[src/rtl/ttc_eb_pkg.sv]
// ----------------------------------------------------------------------------
// ttc_eb_pkg
// shared types, register codes, sizes and the cosine table builder for the
// time-to-collision emergency brake
// ----------------------------------------------------------------------------
package ttc_eb_pkg;

  // beams per scan that are tested and counted
  localparam int unsigned MaxBeams   = 2048;
  localparam int unsigned IdxW       = $clog2(MaxBeams + 1);
  // cosine table entries over one turn
  localparam int unsigned CosEntries = 256;
  localparam int unsigned CosIdxW    = $clog2(CosEntries);

  // serial multiplier: accumulator and multiplier operand widths
  localparam int unsigned MulW = 47;
  localparam int unsigned MplW = 16;

  localparam int unsigned CntW = 12;
  localparam logic [CntW-1:0] CntMax = '1;

  // quarter-wave sine coefficients, Q14
  localparam longint QOne = 16384;
  localparam longint SinA = 25736;
  localparam longint SinB = 10512;
  localparam longint SinC = 1160;

  // configuration register indexes
  localparam int unsigned CfgAddrW = 2;
  localparam logic [CfgAddrW-1:0] CFG_START_ANGLE = 2'd0;
  localparam logic [CfgAddrW-1:0] CFG_ANGLE_STEP  = 2'd1;
  localparam logic [CfgAddrW-1:0] CFG_TTC_THRESH  = 2'd2;

  localparam logic [15:0] StartAngleRst = 16'hAAAB;
  localparam logic [11:0] AngleStepRst  = 12'd64;
  localparam logic [15:0] TtcThreshRst  = 16'd400;

  typedef struct packed {
    logic [15:0] start_angle;
    logic [11:0] angle_step;
    logic [15:0] ttc_threshold_ms;
  } cfg_t;

  typedef logic signed [15:0] cos_tab_t [CosEntries];

  function automatic longint quarter_sine(longint u);
    longint z2;
    longint t;
    longint t3;
    longint s;
    z2 = (u * u) >>> 14;
    t  = (SinC * z2) >>> 14;
    t3 = (z2 * (SinB - t)) >>> 14;
    s  = (u * (SinA - t3)) >>> 14;
    return (s > QOne) ? QOne : s;
  endfunction

  function automatic longint cos_of_angle(longint theta);
    longint q;
    longint r;
    longint c;
    q = (theta >>> 14) & 3;
    r = theta & 16383;
    case (q)
      0:       c = quarter_sine(QOne - r);
      1:       c = -quarter_sine(r);
      2:       c = -quarter_sine(QOne - r);
      default: c = quarter_sine(r);
    endcase
    return c;
  endfunction

  // evaluated at elaboration only
  function automatic cos_tab_t build_cos_tab();
    cos_tab_t tab;
    for (int k = 0; k < CosEntries; k++) begin
      tab[k] = 16'(cos_of_angle((longint'(k) <<< 16) / CosEntries));
    end
    return tab;
  endfunction

endpackage

[src/rtl/ttc_eb_cfg_regs.sv]
// ----------------------------------------------------------------------------
// ttc_eb_cfg_regs
// configuration register file: start angle, angle step and threshold
// ----------------------------------------------------------------------------
module ttc_eb_cfg_regs (
  input  logic                               clk_i,
  input  logic                               rst_ni,
  input  logic                               cfg_valid_i,
  output logic                               cfg_ready_o,
  input  logic [ttc_eb_pkg::CfgAddrW-1:0]    cfg_addr_i,
  input  logic [15:0]                        cfg_wdata_i,
  output ttc_eb_pkg::cfg_t                   cfg_o
);

  ttc_eb_pkg::cfg_t cfg_q, cfg_d;

  assign cfg_ready_o = 1'b1;

  always_comb begin
    cfg_d = cfg_q;
    if (cfg_valid_i) begin
      unique case (cfg_addr_i)
        ttc_eb_pkg::CFG_START_ANGLE: cfg_d.start_angle      = cfg_wdata_i;
        ttc_eb_pkg::CFG_ANGLE_STEP:  cfg_d.angle_step       = cfg_wdata_i[11:0];
        ttc_eb_pkg::CFG_TTC_THRESH:  cfg_d.ttc_threshold_ms = cfg_wdata_i;
        default: ;
      endcase
    end
  end

  always_ff @(posedge clk_i or negedge rst_ni) begin
    if (!rst_ni) begin
      cfg_q.start_angle      <= ttc_eb_pkg::StartAngleRst;
      cfg_q.angle_step       <= ttc_eb_pkg::AngleStepRst;
      cfg_q.ttc_threshold_ms <= ttc_eb_pkg::TtcThreshRst;
    end else begin
      cfg_q <= cfg_d;
    end
  end

  assign cfg_o = cfg_q;

endmodule

[src/rtl/ttc_eb_cos_rom.sv]
// ----------------------------------------------------------------------------
// ttc_eb_cos_rom
// cosine lookup in Q14 with registered read data
// ----------------------------------------------------------------------------
module ttc_eb_cos_rom (
  input  logic               clk_i,
  input  logic [15:0]        angle_i,
  output logic signed [15:0] cos_o
);

  localparam ttc_eb_pkg::cos_tab_t CosTab = ttc_eb_pkg::build_cos_tab();
  localparam int unsigned ScaleW = 17 + ttc_eb_pkg::CosIdxW;

  logic [ScaleW-1:0]                 scaled;
  logic [ttc_eb_pkg::CosIdxW-1:0]    tab_idx;
  logic signed [15:0]                cos_q;

  // entry = angle * entries / one turn
  assign scaled  = ScaleW'(angle_i) * ScaleW'(ttc_eb_pkg::CosEntries);
  assign tab_idx = scaled[16 +: ttc_eb_pkg::CosIdxW];

  always_ff @(posedge clk_i) begin
    cos_q <= CosTab[tab_idx];
  end

  assign cos_o = cos_q;

endmodule

[src/rtl/ttc_eb_serial_mult.sv]
// ----------------------------------------------------------------------------
// ttc_eb_serial_mult
// bit-serial shift-add multiplier, one multiplier bit per cycle, lsb first
// ----------------------------------------------------------------------------
module ttc_eb_serial_mult (
  input  logic                            clk_i,
  input  logic                            rst_ni,
  input  logic                            start_i,
  input  logic [ttc_eb_pkg::MulW-1:0]     mcand_i,
  input  logic [ttc_eb_pkg::MplW-1:0]     mplier_i,
  output logic                            done_o,
  output logic [ttc_eb_pkg::MulW-1:0]     product_o
);

  logic [ttc_eb_pkg::MulW-1:0] acc_q, acc_d;
  logic [ttc_eb_pkg::MulW-1:0] mc_q, mc_d;
  logic [ttc_eb_pkg::MplW-1:0] mp_q, mp_d;
  logic                        run_q, run_d;

  // finishes as soon as no multiplier bits remain
  assign done_o    = run_q && (mp_q == '0);
  assign product_o = acc_q;

  always_comb begin
    acc_d = acc_q;
    mc_d  = mc_q;
    mp_d  = mp_q;
    run_d = run_q;
    if (start_i) begin
      acc_d = '0;
      mc_d  = mcand_i;
      mp_d  = mplier_i;
      run_d = 1'b1;
    end else if (run_q) begin
      if (mp_q == '0) begin
        run_d = 1'b0;
      end else begin
        if (mp_q[0]) begin
          acc_d = acc_q + mc_q;
        end
        mc_d = {mc_q[ttc_eb_pkg::MulW-2:0], 1'b0};
        mp_d = {1'b0, mp_q[ttc_eb_pkg::MplW-1:1]};
      end
    end
  end

  always_ff @(posedge clk_i or negedge rst_ni) begin
    if (!rst_ni) begin
      mp_q  <= '0;
      run_q <= 1'b0;
    end else begin
      mp_q  <= mp_d;
      run_q <= run_d;
    end
  end

  always_ff @(posedge clk_i) begin
    acc_q <= acc_d;
    mc_q  <= mc_d;
  end

endmodule

[src/rtl/ttc_emergency_brake.sv]
// ----------------------------------------------------------------------------
// ttc_emergency_brake
// time-to-collision emergency brake over a stream of lidar beams
// ----------------------------------------------------------------------------
// Input channel (in_valid_i / in_stall_o): opcode 0 stores speed_value_i as
// the forward speed; opcode 1 brings one beam range. Each beam that is valid
// and within the first MaxBeams slots of the scan is tested: its angle comes
// from start_angle + index * angle_step, the cosine from a table, and braking
// is requested when range * 1000 * 16384 < threshold * speed * cos.
// On a beam with last_beam_i set, one transaction leaves on the output
// channel (out_valid_o / out_stall_i) with brake_o and valid_beams_o, and the
// scan state clears; the stored speed stays.
// Sequencing: tested beams share one bit-serial multiplier that runs up to
// three products per beam (angle, speed times cosine, times threshold), one
// multiplier bit per cycle, ending early when the remaining bits are zero;
// a beam that is not closing stops after the angle product. A last beam
// passes through an emit state that hands over the result.
// The output register lets a new item be taken while a result waits; a last
// beam that finishes while the previous result is still stalled holds the
// block until that result is taken. Reset clears speed and scan state and
// loads the configuration defaults; there is no clearing pass.
// ----------------------------------------------------------------------------
module ttc_emergency_brake (
  input  logic                            clk_i,
  input  logic                            rst_ni,
  // configuration
  input  logic                            cfg_valid_i,
  output logic                            cfg_ready_o,
  input  logic [ttc_eb_pkg::CfgAddrW-1:0] cfg_addr_i,
  input  logic [15:0]                     cfg_wdata_i,
  // input items
  input  logic                            in_valid_i,
  output logic                            in_stall_o,
  input  logic                            opcode_i,
  input  logic signed [15:0]              speed_value_i,
  input  logic [15:0]                     beam_range_i,
  input  logic                            beam_invalid_i,
  input  logic                            last_beam_i,
  // results
  output logic                            out_valid_o,
  input  logic                            out_stall_i,
  output logic                            brake_o,
  output logic [11:0]                     valid_beams_o
);

  localparam logic [2:0] ST_IDLE  = 3'd0;
  localparam logic [2:0] ST_ANGLE = 3'd1;
  localparam logic [2:0] ST_COS   = 3'd2;
  localparam logic [2:0] ST_SPCOS = 3'd3;
  localparam logic [2:0] ST_RHS   = 3'd4;
  localparam logic [2:0] ST_FIN   = 3'd5;
  localparam logic [2:0] ST_EMIT  = 3'd6;

  localparam int unsigned IdxW = ttc_eb_pkg::IdxW;
  localparam int unsigned MulW = ttc_eb_pkg::MulW;
  localparam int unsigned MplW = ttc_eb_pkg::MplW;
  localparam int unsigned CntW = ttc_eb_pkg::CntW;

  ttc_eb_pkg::cfg_t cfg;

  logic [2:0]            state_q, state_d;
  logic signed [15:0]    speed_q, speed_d;
  logic [IdxW-1:0]       beam_index_q, beam_index_d;
  logic                  brake_seen_q, brake_seen_d;
  logic [CntW-1:0]       valid_count_q, valid_count_d;
  logic                  last_q, last_d;
  logic                  adv_q, adv_d;
  logic                  tested_q, tested_d;
  logic [MulW-1:0]       lhs_q, lhs_d;
  logic                  out_valid_q, out_valid_d;
  logic                  brake_q, brake_d;
  logic [CntW-1:0]       valid_beams_q, valid_beams_d;

  logic                  in_accept;
  logic                  slot_free;
  logic [25:0]           range_x1000;
  logic                  mul_start;
  logic [MulW-1:0]       mul_mcand;
  logic [MplW-1:0]       mul_mplier;
  logic                  mul_done;
  logic [MulW-1:0]       mul_product;
  logic [15:0]           beam_angle;
  logic signed [15:0]    cos_val;
  logic                  closing;
  logic [15:0]           speed_mag;
  logic [15:0]           cos_mag;
  logic                  emit_load;

  ttc_eb_cfg_regs u_cfg (
    .clk_i       (clk_i),
    .rst_ni      (rst_ni),
    .cfg_valid_i (cfg_valid_i),
    .cfg_ready_o (cfg_ready_o),
    .cfg_addr_i  (cfg_addr_i),
    .cfg_wdata_i (cfg_wdata_i),
    .cfg_o       (cfg)
  );

  ttc_eb_serial_mult u_mult (
    .clk_i     (clk_i),
    .rst_ni    (rst_ni),
    .start_i   (mul_start),
    .mcand_i   (mul_mcand),
    .mplier_i  (mul_mplier),
    .done_o    (mul_done),
    .product_o (mul_product)
  );

  // angle wraps modulo one turn
  assign beam_angle = cfg.start_angle + mul_product[15:0];

  ttc_eb_cos_rom u_cos (
    .clk_i   (clk_i),
    .angle_i (beam_angle),
    .cos_o   (cos_val)
  );

  assign in_stall_o = (state_q != ST_IDLE);
  assign in_accept  = in_valid_i && !in_stall_o;
  assign slot_free  = (beam_index_q < IdxW'(ttc_eb_pkg::MaxBeams));

  // range * 1000 = range * (1024 - 16 - 8)
  assign range_x1000 = 26'({beam_range_i, 10'b0}) - 26'({beam_range_i, 4'b0})
                     - 26'({beam_range_i, 3'b0});

  assign closing   = ((speed_q > 16'sd0) && (cos_val > 16'sd0)) ||
                     ((speed_q < 16'sd0) && (cos_val < 16'sd0));
  assign speed_mag = speed_q[15] ? 16'(-speed_q) : 16'(speed_q);
  assign cos_mag   = cos_val[15] ? 16'(-cos_val) : 16'(cos_val);

  assign emit_load = (state_q == ST_EMIT) && (!out_valid_q || !out_stall_i);

  always_comb begin
    state_d       = state_q;
    speed_d       = speed_q;
    beam_index_d  = beam_index_q;
    brake_seen_d  = brake_seen_q;
    valid_count_d = valid_count_q;
    last_d        = last_q;
    adv_d         = adv_q;
    tested_d      = tested_q;
    lhs_d         = lhs_q;
    mul_start     = 1'b0;
    mul_mcand     = '0;
    mul_mplier    = '0;

    unique case (state_q)
      ST_IDLE: begin
        if (in_accept) begin
          if (!opcode_i) begin
            speed_d = speed_value_i;
          end else begin
            last_d   = last_beam_i;
            adv_d    = slot_free;
            tested_d = slot_free && !beam_invalid_i;
            lhs_d    = MulW'({range_x1000, 14'b0});
            if (slot_free && !beam_invalid_i) begin
              // index * step, low 16 bits give the angle offset
              mul_start  = 1'b1;
              mul_mcand  = MulW'(cfg.angle_step);
              mul_mplier = MplW'(beam_index_q);
              state_d    = ST_ANGLE;
            end else begin
              state_d = ST_FIN;
            end
          end
        end
      end
      ST_ANGLE: begin
        if (mul_done) begin
          state_d = ST_COS;
        end
      end
      ST_COS: begin
        if (closing) begin
          mul_start  = 1'b1;
          mul_mcand  = MulW'(speed_mag);
          mul_mplier = MplW'(cos_mag);
          state_d    = ST_SPCOS;
        end else begin
          state_d = ST_FIN;
        end
      end
      ST_SPCOS: begin
        if (mul_done) begin
          mul_start  = 1'b1;
          mul_mcand  = mul_product;
          mul_mplier = MplW'(cfg.ttc_threshold_ms);
          state_d    = ST_RHS;
        end
      end
      ST_RHS: begin
        if (mul_done) begin
          if (lhs_q < mul_product) begin
            brake_seen_d = 1'b1;
          end
          state_d = ST_FIN;
        end
      end
      ST_FIN: begin
        if (adv_q) begin
          beam_index_d = beam_index_q + IdxW'(1);
        end
        if (tested_q && (valid_count_q != ttc_eb_pkg::CntMax)) begin
          valid_count_d = valid_count_q + CntW'(1);
        end
        state_d = last_q ? ST_EMIT : ST_IDLE;
      end
      ST_EMIT: begin
        if (emit_load) begin
          beam_index_d  = '0;
          brake_seen_d  = 1'b0;
          valid_count_d = '0;
          state_d       = ST_IDLE;
        end
      end
      default: state_d = ST_IDLE;
    endcase
  end

  // output register
  always_comb begin
    out_valid_d   = out_valid_q;
    brake_d       = brake_q;
    valid_beams_d = valid_beams_q;
    if (emit_load) begin
      out_valid_d   = 1'b1;
      brake_d       = brake_seen_q;
      valid_beams_d = valid_count_q;
    end else if (!out_stall_i) begin
      out_valid_d = 1'b0;
    end
  end

  always_ff @(posedge clk_i or negedge rst_ni) begin
    if (!rst_ni) begin
      state_q       <= ST_IDLE;
      speed_q       <= '0;
      beam_index_q  <= '0;
      brake_seen_q  <= 1'b0;
      valid_count_q <= '0;
      last_q        <= 1'b0;
      adv_q         <= 1'b0;
      tested_q      <= 1'b0;
      out_valid_q   <= 1'b0;
    end else begin
      state_q       <= state_d;
      speed_q       <= speed_d;
      beam_index_q  <= beam_index_d;
      brake_seen_q  <= brake_seen_d;
      valid_count_q <= valid_count_d;
      last_q        <= last_d;
      adv_q         <= adv_d;
      tested_q      <= tested_d;
      out_valid_q   <= out_valid_d;
    end
  end

  always_ff @(posedge clk_i) begin
    lhs_q         <= lhs_d;
    brake_q       <= brake_d;
    valid_beams_q <= valid_beams_d;
  end

  assign out_valid_o   = out_valid_q;
  assign brake_o       = brake_q;
  assign valid_beams_o = valid_beams_q;

`ifndef ASSERT_OFF
  // counted beams never outnumber used angle slots
  assert property (@(posedge clk_i) disable iff (!rst_ni)
    CntW'(valid_count_q) <= CntW'(beam_index_q))
    else $error("valid beam count exceeds beam index");

  assert property (@(posedge clk_i) disable iff (!rst_ni)
    beam_index_q <= IdxW'(ttc_eb_pkg::MaxBeams))
    else $error("beam index beyond scan limit");

  // multiplier only completes while the sequencer waits for it
  assert property (@(posedge clk_i) disable iff (!rst_ni)
    mul_done |-> (state_q == ST_ANGLE || state_q == ST_SPCOS || state_q == ST_RHS))
    else $error("multiplier finished outside a multiply step");

  // a handed-over result leaves the scan state cleared
  assert property (@(posedge clk_i) disable iff (!rst_ni)
    emit_load |=> (out_valid_q && !brake_seen_q && valid_count_q == '0 &&
                   beam_index_q == '0 && state_q == ST_IDLE))
    else $error("scan state not cleared after result");
`endif

endmodule

[config.mk]
export PLATFORM = sky130hd
export DESIGN_NAME = ttc_emergency_brake
export DESIGN_NICKNAME = d
export VERILOG_FILES = /design/src/rtl/ttc_eb_pkg.sv /design/src/rtl/ttc_eb_cfg_regs.sv /design/src/rtl/ttc_eb_cos_rom.sv /design/src/rtl/ttc_eb_serial_mult.sv /design/src/rtl/ttc_emergency_brake.sv
export SDC_FILE = /design/constraint.sdc
export NUM_CORES = 1
export LEC_CHECK = 0
export BUFFER_PORTS_ARGS = -buffer_cell sky130_fd_sc_hd__buf_4
export CAP_MARGIN = 20
export CELL_PAD_IN_SITES_DETAIL_PLACEMENT = 0
export CELL_PAD_IN_SITES_GLOBAL_PLACEMENT = 1
export CORE_ASPECT_RATIO = 1.25
export CORE_MARGIN = 2
export CORE_UTILIZATION = 44
export CTS_BUF_LIST = sky130_fd_sc_hd__clkbuf_8 sky130_fd_sc_hd__clkbuf_16
export CTS_CLUSTER_DIAMETER = 200
export DETAILED_ROUTE_END_ITERATION = 8
export GPL_TIMING_DRIVEN = 1
export PLACE_DENSITY = 0.83
export SLEW_MARGIN = 20
export SYNTH_ARGS = -nofsm -noshare
export SYNTH_HDL_FRONTEND = slang
export SYNTH_HIERARCHICAL = 1
export SYNTH_SLANG_ARGS = --single-unit
[constraint.sdc]
create_clock -name clk_i -period 5.1 [get_ports clk_i]
set_clock_uncertainty 0.15 [all_clocks]
set_input_delay 0.255 -clock clk_i [delete_from_list [all_inputs] [get_ports clk_i]]
set_output_delay 0.255 -clock clk_i [all_outputs]
set_load 0.01 [all_outputs]
# Word-level counts from Yosys, hierarchy flattened
# Memory sizes are Yosys's and may differ from the RTL's. A register that Yosys moved wholly into a read port is not among the register bits.
# Cells that the tools add are included.
# totals
wordCells	138
output_inout_bits	16
n_memories	1
rom_bits	4096
input_bits	58
regBits	242
# memory_table
memory	depth	word_bits	read_ports	rd_clocked_by_memory_dff	wr	line_no	text
(name not given)	256	16	1	1	0	ttc_eb_cos_rom.sv:23	cos_q <= CosTab[tab_idx];
# op_classes
n_addsub	8
magnitude_cmp	6
eq_ne	20
bitwise_logic	3
n_mux	50
n_reduce_logical	31
# ops
operator	n
two-way mux 47 bit	4
case mux 47 bit (3 select lines)	1
two-way mux 16 bit	8
two-way mux 12 bit	9
case mux 12 bit (2 select lines)	2
case mux 16 bit (3 select lines)	1
adder 47 bit	1
< comparator 40 x 47 -> 1 bit	1
greater-than comparator 16 x 1 -> 1 bit (second input constant)	2
< comparator 16 x 1 -> 1 bit (second input constant)	2
negator 16 bit	2
two-way mux 3 bit	9
subtractor 26 x 19 -> 26 bit	1
subtractor 26 x 20 -> 26 bit	1
adder 12 x 1 -> 12 bit (second input constant)	2
case mux 3 bit (7 select lines)	1
inequality test 2 bit (second input constant)	10
adder 16 bit	1
zero test 16 bit	1
AND reduction 3 bit	5
two-way mux 1 bit	13
< comparator 12 bit (second input constant)	1
inequality test 12 bit (second input constant)	1
equality test 3 bit (second input constant)	3
19 further kinds	36

# Depth between registers and ports, before layout
# Gate-level depths: netlist (run 1).
# depth
word_depth	8
ltp_mapped	20
depth_no_buf	17

# Cells and area by module
# Netlist (run 1), hierarchy kept.
# by_module_without_submodules
mod	area_each_um2	cells_per_inst	seq_area_each_um2	n_inst
ttc_emergency_brake	7454.6	841	2282.2	1
ttc_eb_serial_mult	7049.3	755	2777.7	1
ttc_eb_cos_rom	4735.8	754	320.3	1
ttc_eb_cfg_regs	1685.4	96	1117.3	1

# Worst setup path before layout (run 1)
# Ideal clock, no wire load.
# synth_timing
path_type	register -> register
startpoint	register u_cfg.cfg_q, in the netlist u_cfg/cfg_o[28]
endpoint	register u_cos.cos_q[2] (netlist: u_cos/cos_o[2])
setup_ps	124
slack_ps	340
path_stages_with_launch	20
n_path_buf	3
arrival_ps	4486
synth_period_minus_slack_ps	4760
required_ps	4826
cell_sequence	dfstp_2 -> ha_1 -> inv_1 -> fa_1 -> nor2b_1 -> o211ai_1 -> a21oi_1 -> a311oi_1 -> xnor2_1 -> buf_2 -> buf_2 -> inv_1 -> ha_1 -> buf_2 -> mux2_4 -> a221oi_2 -> a311oi_1 -> a311oi_1 -> a311oi_1 -> a2111o_1
# synth_via
elab_chain_len	2
# synth_lines
item	line_no	text
start: declaration	ttc_eb_cfg_regs.sv:15	ttc_eb_pkg::cfg_t cfg_q, cfg_d;
start signal: assignment	ttc_eb_cfg_regs.sv:37	cfg_q <= cfg_d;
adder 16 bit	ttc_emergency_brake.sv:110	assign beam_angle = cfg.start_angle + mul_product[15:0];
via beam_angle[8]	ttc_emergency_brake.sv:82	logic [15:0] beam_angle;
NOT 8 -> 9 bit (not written as such)	ttc_eb_cos_rom.sv:23	
end: declaration	ttc_eb_cos_rom.sv:16	logic signed [15:0] cos_q;
# The timed path passes the listed nets, and every way through them passes these cells.
# A chain may end at the register's enable or synchronous reset.

# Worst setup path in the final report (run 1)
# layout_timing
startpoint	register u_cfg.cfg_q, in the netlist u_cfg/cfg_o[28]
endpoint	register u_cos.cos_q[7] (netlist: u_cos/cos_o[7])
# The elaborated chain is that of the path after synthesis.

==> results list, run 1 <==
- Pin count of the biggest net entering global routing: 124
- Measured along the y axis, the die boundary spans 247 um.
- In the routed design, unresolved DRC markers number 0.
* Number of stages on the worst setup path: 15
* Slowest cell on the critical path: ha_1
- For the pin with the worst max-slew slack, the measured transition is 959 ps.
- Hold Path Stages: 3
* Final wirelength: 77100 um
- Endpoint, Worst Hold: u_cfg/cfg_o[39]
- Required time of the critical path: 5470 ps
- The tree is rooted in a clkbuf_16.
* Net Count, Synth: 2639
- Worst Hold Class: in -> reg
- Hold Violations, Final: 0
- The die is 199 um wide.
* Type of the worst setup path: reg -> reg
* Number of nets in the layout: 2699
- Timing would allow up to 216 MHz.
- Routability congestion estimate from global placement: 1.03
* Total number of placement rows: 89
- After global routing the overflow that remains totals 0.
* Final critical path time including I/O delays and setup: 4630 ps
- Antenna Nets Post-Route: 0
- The initial antenna violation count is 1.
- Setup total negative slack on the finished layout was measured at 0 ps.
* Clock latency of the later-clocked register in the worst-skew pair: 590 ps
- In this run the mean area of a mapped cell was 8.56 um^2.
- Core outline area: 0.0470 mm^2
- The pre-antenna-repair detailed-routing pass consisted of 6 iterations.
- The first global-routing pass estimated 117000 um of wire.
* Clock tree from TritonCTS: built
- Peak fanout along the critical path: 16
- Post-CTS resize count: 0
* Area Overhead vs Synth: 13.2%
- During placement, the flow inserted port buffers numbering 72.
- Starting utilization of the core area: 44.3%
* Worst Reg-to-Reg Cells: 15
- The via count of the first global-routing pass was 19469.
- Detailed-route vias per instance: 6.28
- Reg2Reg Capture Point: u_cos/cos_o[7]
- Setup violations remaining at the end of the flow were counted as 0.
* Layout cell share with drive strength beyond 1: 15.3%
- The signal on the critical path passes through ha_1 -> inv_1 -> fa_1 -> nor2b_1 -> o211ai_1 -> a21oi_1 -> a311oi_1 -> xnor2_2 -> inv_1 -> ha_1 -> or2_1 -> a31oi_1 -> nor2_1 -> o311ai_0 -> and3_1.
- Setup repair after global routing left no endpoint under its margin.
- Iteration-0 DRC count of the detailed router: 1710
- In the final routed layout, each cell accounts on average for 24.4 um.
- Number of max-cap violations: 0
- Reg2Reg Setup Slack: 470 ps
- Among cell families on the critical path, the largest total delay comes from compound AO/OA/AOI/OAI gates.
- On the worst path, the slowest cell contributes a delay of 630 ps.
- The flow ran to the end, and the final reports show no timing, DRC or antenna violations.
- TritonCTS created 29 clock buffers.
* Count of synthesis-stage warnings from yosys: 6
* Capturing element type of the critical path: flip-flop
- After synthesis the cells add up to 0.0208 mm^2.
- Share of the clock period used by the worst path: 90.8%
* Aggregate global-route resource usage: 31.1%
- The worst pin sits at a relative slew slack of 35.9%.
* Hold Startpoint: cfg_addr_i[1]
* Count of vias placed by the detailed router: 19796
- The floorplan step defined a die boundary enclosing 0.0491 mm^2.
- Number of levels the H-tree was split into: 1
- Instance count of the mapped netlist: 2432
* Max-slew violation count: 0
* Hpwl dp: 56600 um
* I/O pin total: 74
- Clock sinks: 255
- Startpoint types: flip-flop
- Reg-to-reg startpoint: u_cfg/cfg_o[28]
- Maximum clock insertion buffer count: 3
- Number of buffers and inverters on the critical path: 2
- Data arrives at the worst endpoint at 4990 ps.
- After clock tree synthesis, the clock-pin slew on the worst setup and hold paths is 60 ps.
[registers in the layout (all words and copies together) (netlist names)]
register	count
speed_q	16
beam_index_q	12
state_q	3
valid_beams_o	12
u_mult/product_o	47
u_mult/mc_q	47
u_cfg/cfg_o	44
valid_count_q	12
out_valid_o	1
u_mult/mp_q	16
adv_q	1
u_cos/cos_o	16
brake_seen_q	1
last_q	1
brake_o	1
lhs_q	23
u_mult/run_q	1
tested_q	1
[layout by cell type, fill, tap and decap left out, drive strengths merged, types with 15 or more instances in the layout]
cell         instances
a211oi              24
a21o                39
a21oi              207
a22oi               27
a311oi              18
a31oi               43
and2                48
and3                16
buf                160
clkbuf              35
dfrtp               96
dfxtp               63
dlygate4sd3         40
edfxtp              83
ha                 138
inv                 99
mux2               107
mux2i               22
nand2              257
nand2b              35
nand3               71
nand4               24
nor2               135
nor2b               32
nor3                56
nor4                16
o211ai              37
o21ai              175
o311ai              15
o31ai               30
or3                 16
xnor2               60
xor2                48
[layer usage]
layer	global-route usage, %	share of wire [%]	vias to the layer above
li1	-	-	9082
met1	37.1	39	9575
met2	52.4	48	850
met3	4.83	6.4	289
met4	19.1	7.2	0
met5	0	0	-
[worst register-to-register path: cells and delay by family (launching register included)]
kind | cells | cell delay (ps)
compound gates | 5 | 1330
buf+inv | 2 | 260
xor+xnor | 1 | 190
fa+ha+maj | 3 | 1170
simple gates | 4 | 940
flops | 1 | 530
[repair_timing]
action / in CTS / in global routing
hold buffers: 40 / 0
setup buffers: 0 / 0
hold endpoints to repair: 110 / 0
[how the worst max path moves through the flow]
stage,to,startpoint,slack (ps)
final,u_cos/cos_o[7],u_cfg/cfg_o[28],470
after global routing,u_cos/cos_o[7],u_mult/product_o[1],280
after CTS,u_cos/cos_o[9],u_cfg/cfg_o[28],620
after detailed placement,u_cos/cos_o[9],u_cfg/cfg_o[28],630
after global placement,u_cos/cos_o[9],u_cfg/cfg_o[28],620
after floorplan,u_cos/cos_o[2],u_cfg/cfg_o[28],480
[area by class of cell]
type | count | area (um^2)
fill | 4548 | 23400
multi-input combinational | 1915 | 13300
sequential | 255 | 6500
timing repair buffer | 201 | 1750
tap | 637 | 797
clock buffer | 34 | 795
inverter | 90 | 338
clock inverter | 20 | 143
antenna | 2 | 5.00
[metrics by stage]
step / utilization (%) / worst slack, ps / instances / instance area, um^2 / hold WS (ps)
6_report: 50.2 / 471 / 3154 / 23600 / 27.5
5_1_grt: 50.2 / 279 / 3152 / 23600 / 32.4
4_1_cts: 50.1 / 623 / 3151 / 23500 / 3.32
3_5_place_dp: 47.3 / 628 / 3057 / 22200 / 148
3_3_place_gp: 47.2 / 623 / 3056 / 22200 / 135
2_1_floorplan: - / 485 / 2432 / 20800 / -191
Power of run 1 is left out: the tool's default activity adds up to more than one toggle a clock period on the data nets, which glitch-free logic cannot reach.
==> run 2: changes to the inputs <==
- clock period: 5.1 -> 3.9 ns (I/O delays scaled with it)
==> results list, run 2 (synthesis results as in run 1) <==
- Number of buffers created by CTS: 28 (was 29)
- Summed negative setup slack over all endpoints: -386 ps (was 0 ps)
- The clock-pin slew on the worst setup and hold paths is 70 ps (was 60 ps).
- Starting utilization of the core area: 44.3% (unchanged)
- Utilization after layout: 56.0% (was 50.2%)
- The max-capacitance violation count was 0 (unchanged).
* CTS root buf: clkbuf_16 (unchanged)
- The worst flop-to-flop path endpoint is u_cos/cos_o[5] (was u_cos/cos_o[7]).
- Final setup slack of the worst path: -139 ps (was 471 ps)
- The wire length reported by the detailed router is 82100 um (was 77100 um).
- Die Ht: 247 um (unchanged)
* Number of levels the H-tree was split into: 1 (unchanged)
- Final Non-Filler Cells: 3415 (was 3154)
- Number of global-route vias before repair: 20180 (was 19469)
* Antenna Nets Post-Route: 0 (unchanged)
* Reg2Reg Setup Slack: -140 ps (was 470 ps)
* Core outline area: 0.0470 mm^2 (unchanged)
* Setup-failing EPs final: 9 (was 0)
* Detailed-route vias per instance: 6.09 (was 6.28)
* Reg-to-reg startpoint: u_cfg/cfg_o[37] (was u_cfg/cfg_o[28])
- Routability congestion estimate from global placement: 1.04 (was 1.03)
- Clock tree from TritonCTS: built (unchanged)
* Setup repair after global routing missed its margin: yes (was no)
- The final reports fail on negative setup slack.
- The pin count of the biggest net entering global routing was 110 (was 124).
- Capturing element type of the critical path: flip-flop (unchanged)
- Share of the clock period used by the worst path: 104% (was 90.8%)
- Antenna violations before repair: 1 (unchanged)
- The die area came to 0.0491 mm^2 (unchanged).
- Most frequent standard cell in the layout excluding fill and tap cells: buf_4 (was nand2_1)
* Area Overhead vs Synth: 26.3% (was 13.2%)
* Placed instance count: 3304 (was 3057)
- The maximum fanout encountered on the critical timing path is 18 (was 16).
* Maximum clock insertion buffer count: 3 (unchanged)
- The data required time of the critical path was 4230 ps (was 5470 ps).
* Hpwl dp: 61300 um (was 56600 um)
* Clock sinks: 255 (unchanged)
- Max-slew violation count: 0 (unchanged)
- The average routed wire per standard cell is 24.0 um (was 24.4 um).
* Layout cell share with drive strength beyond 1: 25.5% (was 15.3%)
- The classification of the worst setup path was reg -> reg (unchanged).
* Length of the first detailed-routing pass in iterations: 7 (was 6)
- Hold Violations, Final: 0 (unchanged)
* Hold Slack: 43.8 ps (was 27.5 ps)
- The number of DRC markers in iteration 0 was 1752 (was 1710).
- Most used cells in the layout excluding fill and tap cells: 368 x buf_4, 249 x nand2_1, 201 x a21oi_1, 158 x o21ai_0, 133 x ha_1 (was 252 x nand2_1, 206 x a21oi_1, 169 x o21ai_0, 151 x buf_4, 138 x ha_1)
- Status: finished, violations left (was finished, final reports clean).
- IO Port Bufs: 72 (unchanged)
- The worst slew slack as a fraction of its limit came to 36.5% (was 35.9%).
* Total number of placement rows: 89 (unchanged)
* Startpoint types: flip-flop (unchanged)
* Worst slew pin tran: 940 ps (was 959 ps)
- The total number of vias was 20801 (was 19796).
- The fmax is 248 MHz (was 216 MHz).
- The worst reg-to-reg path cell count came to 17 (was 15).
- Worst Hold Class: in -> reg (unchanged)
- The number of primary I/O pins was 74 (unchanged).
- Clock latency of the later-clocked register in the worst-skew pair: 600 ps (was 590 ps)
- The time the worst path needs with I/O delays and setup is 4040 ps (was 4630 ps).
* Aggregate global-route resource usage: 32.6% (was 31.1%)
- The die span in x is 199 um (unchanged).
- Number of nets in the layout: 2962 (was 2699)
- Endpoint of the worst setup timing path: u_cos/cos_o[5] (was u_cos/cos_o[7])
- Residual overflow from global routing: 0 (unchanged)
- Wire length of the first global-routing pass: 122000 um (was 117000 um)
* DRC errors left: 0 (unchanged)
- The startpoint of the most critical setup path is u_cfg/cfg_o[37] (was u_cfg/cfg_o[28]).
- Arrival time worst endpoint: 4370 ps (was 4990 ps)
-- run 2: changes by cell type in the layout (fill, tap and decap cells not counted), sizes merged --
cell,change
dlygate4sd3,+9
bufbuf,+1
clkbuf,+1
inv,-1
clkinvlp,+1
diode,-1
buf,+252
clkinv,-1
-- run 2: routing by layer --
metal	global-route usage (%)	wire length, um	part of all wire [%]
met1	40.5	32700	40
met2	55.0	38800	47
met3	4.21	5330	6.5
met4	17.5	5260	6.4
met5	0	0	0
-- run 2: area by class of cell --
cell class / count / area (um^2)
Multi-Input combinational cell: 1915 / 13600
Inverter: 90 / 354
Clock buffer: 33 / 781
Sequential cell: 255 / 6500
Clock inverter: 19 / 140
Antenna cell: 1 / 2.50
Tap cell: 637 / 797
Timing Repair Buffer: 465 / 4120
Fill cell: 4390 / 20700
-- run 2: critical path: stages, from the launching register on --
cell,delay [ps]
dfstp_2,530
ha_1,270
a21o_1,200
a21oi_1,180
or3b_2,480
o21ai_2,90
a31oi_1,60
buf_4,160
xor2_4,170
buf_6,210
buf_6,180
nand2_1,100
o21ai_0,120
a221oi_2,430
a221oi_2,150
buf_4,170
a31oi_1,140
nand3_1,90
-- run 2: how the worst min path moves through the flow --
stage,end,depth (start not counted),startpoint,slack (ps)
after global placement,speed_q[15],2,rst_ni,140
after detailed placement,speed_q[15],2,rst_ni,150
after CTS,lhs_q[36],3,beam_range_i[12],5
after floorplan,adv_q,0,rst_ni,-250
after global routing,lhs_q[36],3,beam_range_i[12],50
final,lhs_q[36],3,beam_range_i[12],40
-- run 2: through the flow --
stage | instance area (um^2) | setup slack [ps]
2_1_floorplan | 21000 | -152
3_3_place_gp | 24300 | -456
3_5_place_dp | 24300 | -398
4_1_cts | 26000 | -67.3
5_1_grt | 26300 | -259
6_report | 26300 | -139
-- run 2: timing repair --
item,4_1_cts,5_1_grt
resized for setup,64,53
endpoints found under the hold margin,181,0
hold buffers,49,0
gates cloned,2,3
setup endpoints to repair,13,13
buffers inserted,4,1
pin swaps,15,16
Power of run 2 is left out for the same reason.
